`config.mk`:
```
export PLATFORM = sky130hd
export DESIGN_NAME = lcs_cell
export DESIGN_NICKNAME = d
export VERILOG_FILES = /design/src/rtl/core/token_lcs_with_traceback_assert.svh /design/src/rtl/core/lcs_pkg.sv /design/src/rtl/core/lcs_cell.sv
export SDC_FILE = /design/constraint.sdc
export NUM_CORES = 1
export LEC_CHECK = 0
export ABC_CLOCK_PERIOD_IN_PS = 3900
export BUFFER_PORTS_ARGS = -buffer_cell sky130_fd_sc_hd__clkbuf_2
export CAP_MARGIN = 20
export CORE_MARGIN = 1.5
export CORE_UTILIZATION = 33
export DETAILED_ROUTE_END_ITERATION = 8
export GPL_TIMING_DRIVEN = 0
export PLACE_DENSITY_LB_ADDON = 0.12
export SYNTH_ARGS = -nofsm -noshare
export SYNTH_HDL_FRONTEND = slang
export SYNTH_SLANG_ARGS = --single-unit
```
`constraint.sdc`:
```
create_clock -name vclk -period 3.9
set_input_delay 0.975 -clock vclk [all_inputs]
set_output_delay 0.975 -clock vclk [all_outputs]
set_load 0.02 [all_outputs]
```
`src/rtl/core/token_lcs_with_traceback_assert.svh`:
```
// Assertion macros for the token LCS block.
// Used by the top level; needs no package.
`ifndef TOKEN_LCS_WITH_TRACEBACK_ASSERT_SVH
`define TOKEN_LCS_WITH_TRACEBACK_ASSERT_SVH

// property that holds on every clock edge outside reset
`define LCS_ASSERT_ALWAYS(label, clk, rst, expr, msg) \
   label: assert property (@(posedge clk) disable iff (rst) (expr)) else $error(msg);

// same-cycle implication
`define LCS_ASSERT_IMPL(label, clk, rst, ante, cons, msg) \
   label: assert property (@(posedge clk) disable iff (rst) (ante) |-> (cons)) else $error(msg);

// next-cycle implication
`define LCS_ASSERT_NEXT(label, clk, rst, ante, cons, msg) \
   label: assert property (@(posedge clk) disable iff (rst) (ante) |=> (cons)) else $error(msg);

`endif

```
`src/rtl/core/lcs_pkg.sv`:
```
// Shared types for the token LCS block: sequencer states, traceback
// directions and token store control. No dependencies.
`timescale 1ns / 1ps
`default_nettype none

package lcs_pkg;

   typedef enum logic [3:0] {
      ST_LOAD,
      ST_ROW,
      ST_RD,
      ST_CALC,
      ST_TB_CHK,
      ST_TB_STEP,
      ST_POP,
      ST_WRD,
      ST_OUT
   } state_type;

   typedef enum logic [1:0] {
      DIR_LEFT = 2'd1,
      DIR_UP   = 2'd2,
      DIR_DIAG = 2'd3
   } dir_type;

   typedef struct packed {
      logic wr_first;
      logic wr_second;
      logic rd_first;
      logic rd_second;
   } tok_ctl_type;

endpackage

`default_nettype wire

```
`src/rtl/core/lcs_cell.sv`:
```
// Shared table cell unit: token compare, diagonal increment and up/left pick.
// Depends on lcs_pkg for the direction codes.
`timescale 1ns / 1ps
`default_nettype none

module lcs_cell
   import lcs_pkg::*;
#(
   parameter int TOKEN_BITS = 64,
   parameter int SCORE_W    = 7
) (
   input  wire logic [TOKEN_BITS-1:0] tok_a,
   input  wire logic [TOKEN_BITS-1:0] tok_b,
   input  wire logic [SCORE_W-1:0]    up,
   input  wire logic [SCORE_W-1:0]    left,
   input  wire logic [SCORE_W-1:0]    diag,
   output logic      [SCORE_W-1:0]    score,
   output dir_type                    dir
);

   always_comb begin
      priority if (tok_a == tok_b) begin
         score = diag + SCORE_W'(1);
         dir   = DIR_DIAG;
      end else if (up > left) begin
         score = up;
         dir   = DIR_UP;
      end else begin
         score = left;
         dir   = DIR_LEFT;
      end
   end

endmodule

`default_nettype wire

```
==> metrics.md, run 1 <==
| Metric | Value |
|---|---|
| Pwr/cell area | approximately 110 mW/mm2 |
| Adder-Cell Fraction of Synth Area | 0.0842 |
| Synthesized area | between 0.001 and 0.0015 mm2 |
| Share of cells above drive strength 1 | 0.557 |
| Status | finished, final reports clean |
| Core footprint | around 0.0034 mm2 |
| Worst EP required | 2920 ps |
| Initial Util | 0.351 |
| Area Growth Syn to Fin | 71.6% |
| Commonest non-fill, non-tap cell in the layout | clkbuf_2 |
| Tightest Pin Transition | about 260 ps |
| Avg WL per Cell | 10.1 um |
| Max-cap viol count | 0 |
| CP bufs+invs | 4 |
| Worst setup SP type | input pin |
| Sequential cell area | 0 um2 |
| # hold bufs at CTS | 0 |
| Delay-heaviest family, CP | multiplexers |
| Global route total overflow | 0 |
| Die area | 0.00397 mm2 |
| First-pass GRT wire length | 5.75 mm |
| Worst path slowest cell | mux2_2 |
| Antenna diodes | 0 |
| Post-synth top area share | 0.494 |
| Post-Synth Simple-Gate Area | 0.231 |
| Area contributors post-synth | xnor2_1 (49%), mux2i_1 (10%), nand4_1 (8.9%) |
| TritonRoute pass-1 iters | 4 |
| Register area share after synthesis | 0 |
| Placer Congestion | approximately 0.8 |
| Crit-path max FO | 8 |
| Layout Nets | roughly 460 |
| Mean post-synth cell area | approximately 8.5 um2 |
| Endpoint type of the worst setup path | output port |
| Via/cell ratio | 4.43 |
| Xor/xnor cell area share of the yosys netlist | 0.508 |
| Overall Global Routing Usage | 0.169 |
| Largest net degree at the start of global routing | 10 |
| Die W | 63.0 um |
| Metal3 WL | roughly 340 um |
| Worst Hold Class | input pin to output port |
| Post-cts sizing count | 0 |
| Detailed Route Iter0 Violations | 15 |
| DP Area | 0.00204 mm2 |
| Tmin final | 3720 ps |
| Routed wire length | around 3.5 mm |
| Syn. warnings | 0 |
| Area leader, netlist | xnor2_1 |
| Antenna violations before repair | 0 |
| RSZ-0062 raised after global routing | no |
| Synth unique cells | 19 |
| Setup CP Type | input pin to output port |
| Final hold violation count | 0 |
| Critical Path AT | 2740 ps |
| Post-synthesis mux area share | 0.123 |
| DR vias | around 1500 |
| Row count | 21 |
| Leakage power | 1.13 nW |
| Commonest cells after routing, fill and taps aside | clkbuf_2 (158), xnor2_1 (67), nand4_1 (17) |
| IO Pins | ~160 |
| Compound-Gate Fraction of Synth Area | 0.0274 |
| Final antenna-violating net count | 0 |
| Post-DP HPWL | 3.48 mm |
| Clock buffer count | 0 |
| CP most frequent cell | clkbuf_2 |
| Vias in the first global route | 1531 |
| Post-CTS setup buffer count | 0 |
| DRC viols | 0 |
| Mapped Cells | 140 |
| Main combinational cell family by area after synthesis | XOR/XNOR gates |
| Crit share post-route | 0.953 |
| Design area | between 0.002 and 0.0025 mm2 |
| Max rail drop VDD | roughly 0.000056 V |
| M1 WL | 1.24 mm |
| Syn Nets | 297 |
| Max-slew violation count | 0 |
| Final TNS setup | 0 ps |
| Slew margin rel. | 0.823 |
| Crit-path cells | clkbuf_2 -> inv_1 -> ha_1 -> a21oi_1 -> o21ai_0 -> o21bai_1 -> buf_4 -> mux2_2 -> mux2_4 -> clkbuf_2 |
| CP max stage delay | roughly 340 ps |
| Setup violators final | 0 |
| Die H | 63.0 um |
| Sequential cell count | 0 |
| Final hold slack | 2280 ps |
| Port Buffers | around 160 |
| Met2 Routed Length | 1.86 mm |
| Fmax | 269 MHz |
| Top routing layer used | met4 |
[per-layer routing]
layer	vias up	GRT usage
li1	806	-
met1	632	0.171
met2	79	0.354
met3	6	0.0288
met4	0	0.0278
met5	-	0
[stage by stage]
stage                      util  setup slack, ps  instances  total power, mW
final                     0.602              183        344            0.230
after global routing      0.602             9.75        344            0.256
after CTS                 0.601              123        344            0.233
after detailed placement  0.601              117        344            0.232
after global placement    0.601              136        344            0.229
after floorplan               -              457        140            0.122
[power by group]
part | switching, mW | leakage [nW] | internal (mW)
combinational | 0.0993 | 1.13 | 0.131
sequential | 0 | 0 | 0
clock | 0 | 0 | 0
[cells by family (layout without fill, tap and decap cells)]
logic type,count (synthesis),in the layout
XOR/XNOR,69,69
AND/OR/NAND/NOR,35,35
multiplexers,14,14
adder cells (fa/ha/maj),8,8
buffers and inverters,8,166
AO/OA/AOI/OAI,6,6
[final cells by class]
cell class	instances	area, um2
multi-input combinational	132	1160
buffer	1	7.51
timing repair buffer	158	791
inverter	7	26.3
fill	316	1350
tap	46	57.6
[synth_stat cells (2+ instances only)]
cell      n
inv_1     7
nand2_1   3
ha_1      8
nand4_1  17
nor4_4    4
nor2_1    4
xor2_1    2
a21oi_1   4
nand3_1   4
mux2i_1  12
xnor2_1  67
[path summary, 6_finish.rpt]
check | slack, ps | cells after the start | end | startpoint
max | 180 | 10 | score[1] | left[4]
min | 2280 | 3 | score[0] | diag[0]
No activity file was read; power rests on OpenSTA's default activity.
==> run 2: changes to the inputs <==
- RECOVER_POWER: not set -> 50
==> run 2 against run 1 <==
  * Final cell count unchanged
  * Highest routed layer unchanged
  * Non-clock buffer count unchanged
  * Largest cell class unchanged
  * Core utilization down 0.48 points
  * Combinational power about the same
  * Critical endpoint unchanged
==> metrics.md, run 2 (same netlist as run 1, synthesis figures left out) <==
| Metric | Value |
|---|---|
| Status | finished, final reports clean |
| Post-CTS setup buffer count | 0 (unchanged) |
| Overall Global Routing Usage | 0.169 (unchanged) |
| TritonRoute pass-1 iters | 4 (unchanged) |
| Core footprint | 0.00339 mm2 (unchanged) |
| Setup violators final | 0 (unchanged) |
| Die H | 63.0 um (unchanged) |
| Routed wire length | 3.49 mm (+0.23%) |
| Die area | 0.00397 mm2 (unchanged) |
| Dpl cells | 344 (unchanged) |
| Fill cells | 319 (+0.95%) |
| Row count | 21 (unchanged) |
| Max-cap viol count | 0 (unchanged) |
| Final antenna-violating net count | 0 (unchanged) |
| Fmax | 269 MHz (unchanged) |
| Commonest cells after routing, fill and taps aside | clkbuf_2 (157), xnor2_1 (67), nand4_1 (17) |
| Initial Util | 0.351 (unchanged) |
| Pwr/cell area | 113 mW/mm2 (+0.15%) |
| Placer Congestion | 0.824 (unchanged) |
| Vias in the first global route | 1531 (unchanged) |
| Worst EP required | 2920 ps (about the same) |
| WHS Path Cells | 3 (unchanged) |
| Area Growth Syn to Fin | 70.2% |
| Clock buffer count | 0 (unchanged) |
| Worst Hold Class | input pin to output port |
| Final core utilization | 0.597 (-0.00480) |
| Avg WL per Cell | 10.1 um (+0.23%) |
| Sequential cell area | 0 um2 (unchanged) |
| Largest net degree at the start of global routing | 10 (unchanged) |
| Antenna diodes | 0 (unchanged) |
| Via/cell ratio | 4.43 (unchanged) |
| Die W | 63.0 um (unchanged) |
| Layout Cells excl Fill | 344 (unchanged) |
| Endpoint type of the worst setup path | output port |
| Final TNS setup | 0 ps (unchanged) |
| DRC viols | 0 (unchanged) |
| Hold Path Sink | score[0] |
| Max-slew violation count | 0 (unchanged) |
| Worst setup SP type | input pin |
| Antenna violations before repair | 0 (unchanged) |
| IO Pins | 158 (unchanged) |
| Area of the multi-input gates | 0.00114 mm2 (-1.3%) |
| DR vias | 1523 (unchanged) |
| Tmin final | 3720 ps (+0.00400 ps) |
| RSZ-0062 raised after global routing | no |
| Post-DP HPWL | 3.48 mm (unchanged) |
| Worst Hold Launch | diag[0] |
| Tightest Pin Transition | 455 ps (+191 ps) |
| Final hold violation count | 0 (unchanged) |
| Global route total overflow | 0 (unchanged) |
| # hold bufs at CTS | 0 (unchanged) |
| Sequential cell count | 0 (unchanged) |
| Commonest non-fill, non-tap cell in the layout | clkbuf_2 |
| Leakage power | 1.11 nW (-1.4%) |
| Detailed Route Iter0 Violations | 15 (unchanged) |
| DP Area | 0.00204 mm2 (unchanged) |
| Final hold slack | 2280 ps (-0.0700 ps) |
| Slew margin rel. | 0.694 (-0.129) |
| Design area | 0.00202 mm2 (-0.80%) |
| Crit share post-route | 0.953 (about the same) |
| First-pass GRT wire length | 5.75 mm (unchanged) |
| Max rail drop VDD | 0.0000555 V (about the same) |
| Setup CP Type | input pin to output port |
| Crit-path max FO | 8 (unchanged) |
| Layout Nets | 457 (unchanged) |
| Post-cts sizing count | 0 (unchanged) |
| Critical Path AT | 2740 ps (about the same) |
| Port Buffers | 158 (unchanged) |
| Share of cells above drive strength 1 | 0.550 (-0.00671) |
-- run 2: changes by cell type in the layout (fill, tap and decap cells not counted) --
cell and delta:
clkbuf_2 -1, clkbuf_1 +1, nor4_4 -1, nor4_1 +1
-- run 2: worst max-delay path by stage --
stage / from / end / cells after the start
4_1_cts: left[4] / score[1] / 10
6_report: left[4] / score[1] / 10
2_1_floorplan: left[6] / score[1] / 8
3_3_place_gp: left[4] / score[1] / 10
3_5_place_dp: left[6] / score[1] / 10
5_1_grt: left[4] / score[1] / 10
-- run 2: metal layers --
layer,global-route usage,wire length [um],vias to the layer above
li1,-,-,806
met1,0.171,1240,632
met2,0.354,1860,79
met3,0.0288,336,6
met4,0.0278,53,0
met5,0,0,-
-- run 2: layout make-up --
| cell class | count | area share |
|---|---|---|
| multi-input combinational | 132 | 0.565 |
| inverter | 7 | 0.0130 |
| tap | 46 | 0.0284 |
| timing repair buffer | 158 | 0.390 |
| buffer | 1 | 0.00371 |
-- run 2: where the power goes --
group	switching, mW	internal [mW]	total [mW]
Combinational	0.0982	0.131	0.229
Sequential	0	0	0
Clock	0	0	0
-- run 2: worst max-delay path: stages --
cell and delay, ps:
clkbuf_2 90, inv_1 40, ha_1 290, a21oi_1 150, o21ai_0 130, o21bai_1 140
buf_4 190, mux2_2 340, mux2_4 250, clkbuf_2 150
-- run 2: metrics by stage --
step	power, mW	setup WS, ps
global route	0.254	9.75
floorplan	0.122	457
detailed placement	0.232	117
finish	0.229	183
CTS	0.233	123
global placement	0.229	136
==> run 3: changes to the inputs <==
- CORE_MARGIN: 1.5 -> 2
==> run 3 against run 2 <==
  * Non-clock buffer count unchanged
  * Critical path depth unchanged
  * Combinational power about the same
  * Design area about the same
  * Wire length increased by 6.8%
  * Final cell count unchanged
  * Count of clock-buffer cells in the layout unchanged
  * Sequential cell count unchanged
  * Maximum frequency decreased by 1.0%
  * Core utilization about the same
  * Total power decreased by 0.23%
  * Critical path type unchanged
  * Critical endpoint unchanged
  * Largest power group unchanged
==> metrics.md, run 3 (same netlist as run 1, synthesis figures left out) <==
| Metric | Value |
|---|---|
| Status | finished, final reports clean |
| DR vias | 1566 (+2.8%) |
| Avg WL per Cell | 10.8 um (+6.8%) |
| Crit-path max FO | 8 (unchanged) |
| Sw frac | 0.430 (+0.00105) |
| Routed wire length | 3.73 mm (+6.8%) |
| Final core utilization | 0.597 (about the same) |
| Int Pwr | 0.130 mW (-0.41%) |
| Comb pwr share | 1.000 (about the same) |
| IO Pins | 158 (unchanged) |
| P_sw | 0.0982 mW (about the same) |
| Commonest non-fill, non-tap cell in the layout | clkbuf_2 |
| Antenna violations before repair | 0 (unchanged) |
| Max rail drop VDD | 0.0000530 V (-4.4%) |
| First-pass GRT wire length | 6.13 mm (+6.5%) |
| Initial Util | 0.351 (unchanged) |
| Global route total overflow | 0 (unchanged) |
| Critical Path AT | 2780 ps (+40 ps) |
| Worst setup SP type | input pin |
| Fmax | 266 MHz (-1.0%) |
| Overall Global Routing Usage | 0.178 (+0.00920) |
| Vias in the first global route | 1579 (+3.1%) |
| Antenna diodes | 0 (unchanged) |
| Worst Hold Class | input pin to output port |
| Core footprint | 0.00339 mm2 (unchanged) |
| Slew margin rel. | 0.669 (-0.0250) |
| TritonRoute pass-1 iters | 4 (unchanged) |
| Post-DP HPWL | 3.66 mm (+5.3%) |
| Crit share post-route | 0.963 (+0.00983) |
| Sequential cell area | 0 um2 (unchanged) |
| Final TNS setup | 0 ps (unchanged) |
| Detailed Route Iter0 Violations | 8 (-7) |
| Leakage power | 1.11 nW (-0.28%) |
| DRC viols | 0 (unchanged) |
| WHS Path Cells | 3 (unchanged) |
| Die W | 64.0 um (+1.6%) |
| Pwr/cell area | 113 mW/mm2 (-0.16%) |
| RSZ-0062 raised after global routing | no |
| Clock buffer count | 0 (unchanged) |
| Tmin final | 3760 ps (+38.3 ps) |
| Endpoint type of the worst setup path | output port |
| Setup CP Type | input pin to output port |
| Final hold violation count | 0 (unchanged) |
| Layout Nets | 457 (unchanged) |
| Sequential cell count | 0 (unchanged) |
| Tightest Pin Transition | 492 ps (+37.1 ps) |
| Largest net degree at the start of global routing | 10 (unchanged) |
| Area Growth Syn to Fin | 70.1% (about the same) |
| Final antenna-violating net count | 0 (unchanged) |
| Seq pwr share | 0 (unchanged) |
| Die area | 0.00410 mm2 (+3.2%) |
| Clk pwr share | 0 (unchanged) |
| Via/cell ratio | 4.55 (+2.8%) |
| Die H | 64.0 um (+1.6%) |
| Share of cells above drive strength 1 | 0.547 (-0.00336) |
| Hold Path Sink | score[0] |
| Worst EP required | 2920 ps (about the same) |
| Setup violators final | 0 (unchanged) |
| Max-cap viol count | 0 (unchanged) |
| Worst Hold Launch | diag[0] |
| Placer Congestion | 0.818 (-0.75%) |
| Row count | 21 (unchanged) |
| Max-slew violation count | 0 (unchanged) |
| Port Buffers | 158 (unchanged) |
| Commonest cells after routing, fill and taps aside | clkbuf_2 (156), xnor2_1 (67), nand4_1 (17) |
-- run 3: changes by cell type in the layout (fill, tap and decap cells not counted) --
cell / delta
clkbuf_1: +1
buf_4: -1
clkbuf_4: +1
clkbuf_2: -1
-- run 3: how the worst max path moves through the flow --
stage	cells past startpoint	slack (ps)	start	end
after global placement	10	110	left[6]	score[1]
after CTS	10	120	left[6]	score[1]
final	10	140	left[6]	score[1]
after detailed placement	10	120	left[6]	score[1]
after global routing	10	20	left[4]	score[1]
after floorplan	8	460	left[6]	score[1]
-- run 3: cell type report --
cell class | instances | area, um2
plain buffers | 1 | 7.51
inverters | 7 | 26.3
well taps | 46 | 57.6
fillers | 343 | 1370
multi-input cells | 132 | 1140
repair buffers | 158 | 788
-- run 3: worst max-delay path, cell delays in order --
cell and delay, ps:
clkbuf_2 80, inv_1 40, ha_1 300, a21oi_1 140, o21ai_0 130, o21bai_1 140, clkbuf_4 220, mux2_2 350
mux2_4 250, clkbuf_2 160
-- run 3: stage by stage --
stage	hold WS [ps]	power [mW]	instances	cell area (um2)	worst slack (ps)
finish	2280	0.228	344	2020	145
global route	2320	0.254	344	2020	23.3
CTS	2290	0.233	344	2040	118
detailed placement	2280	0.231	344	2040	117
global placement	2290	0.229	344	2040	114
floorplan	2090	0.122	140	1190	457
-- run 3: timing repair --
item / in CTS / in global routing
setup endpoints to repair: 0 / 1
gates resized for setup: 0 / 1
endpoints found under the hold margin: 0 / 0
hold buffers: 0 / 0
setup buffers: 0 / 0
-- run 3: routing by layer --
| layer | global-route usage | wire, um | vias up |
|---|---|---|---|
| met1 | 0.181 | 1330 | 668 |
| met4 | 0.0272 | 56 | 0 |
| li1 | - | - | 809 |
| met5 | 0 | 0 | - |
| met2 | 0.375 | 1990 | 81 |
| met3 | 0.0282 | 348 | 8 |
-- run 3: power by group through the flow --
| stage | Clock, mW | Sequential [mW] | Combinational, mW |
|---|---|---|---|
| finish | 0 | 0 | 0.228 |
| global route | 0 | 0 | 0.254 |
| CTS | 0 | 0 | 0.233 |
| detailed placement | 0 | 0 | 0.231 |
| global placement | 0 | 0 | 0.229 |
| floorplan | 0 | 0 | 0.122 |
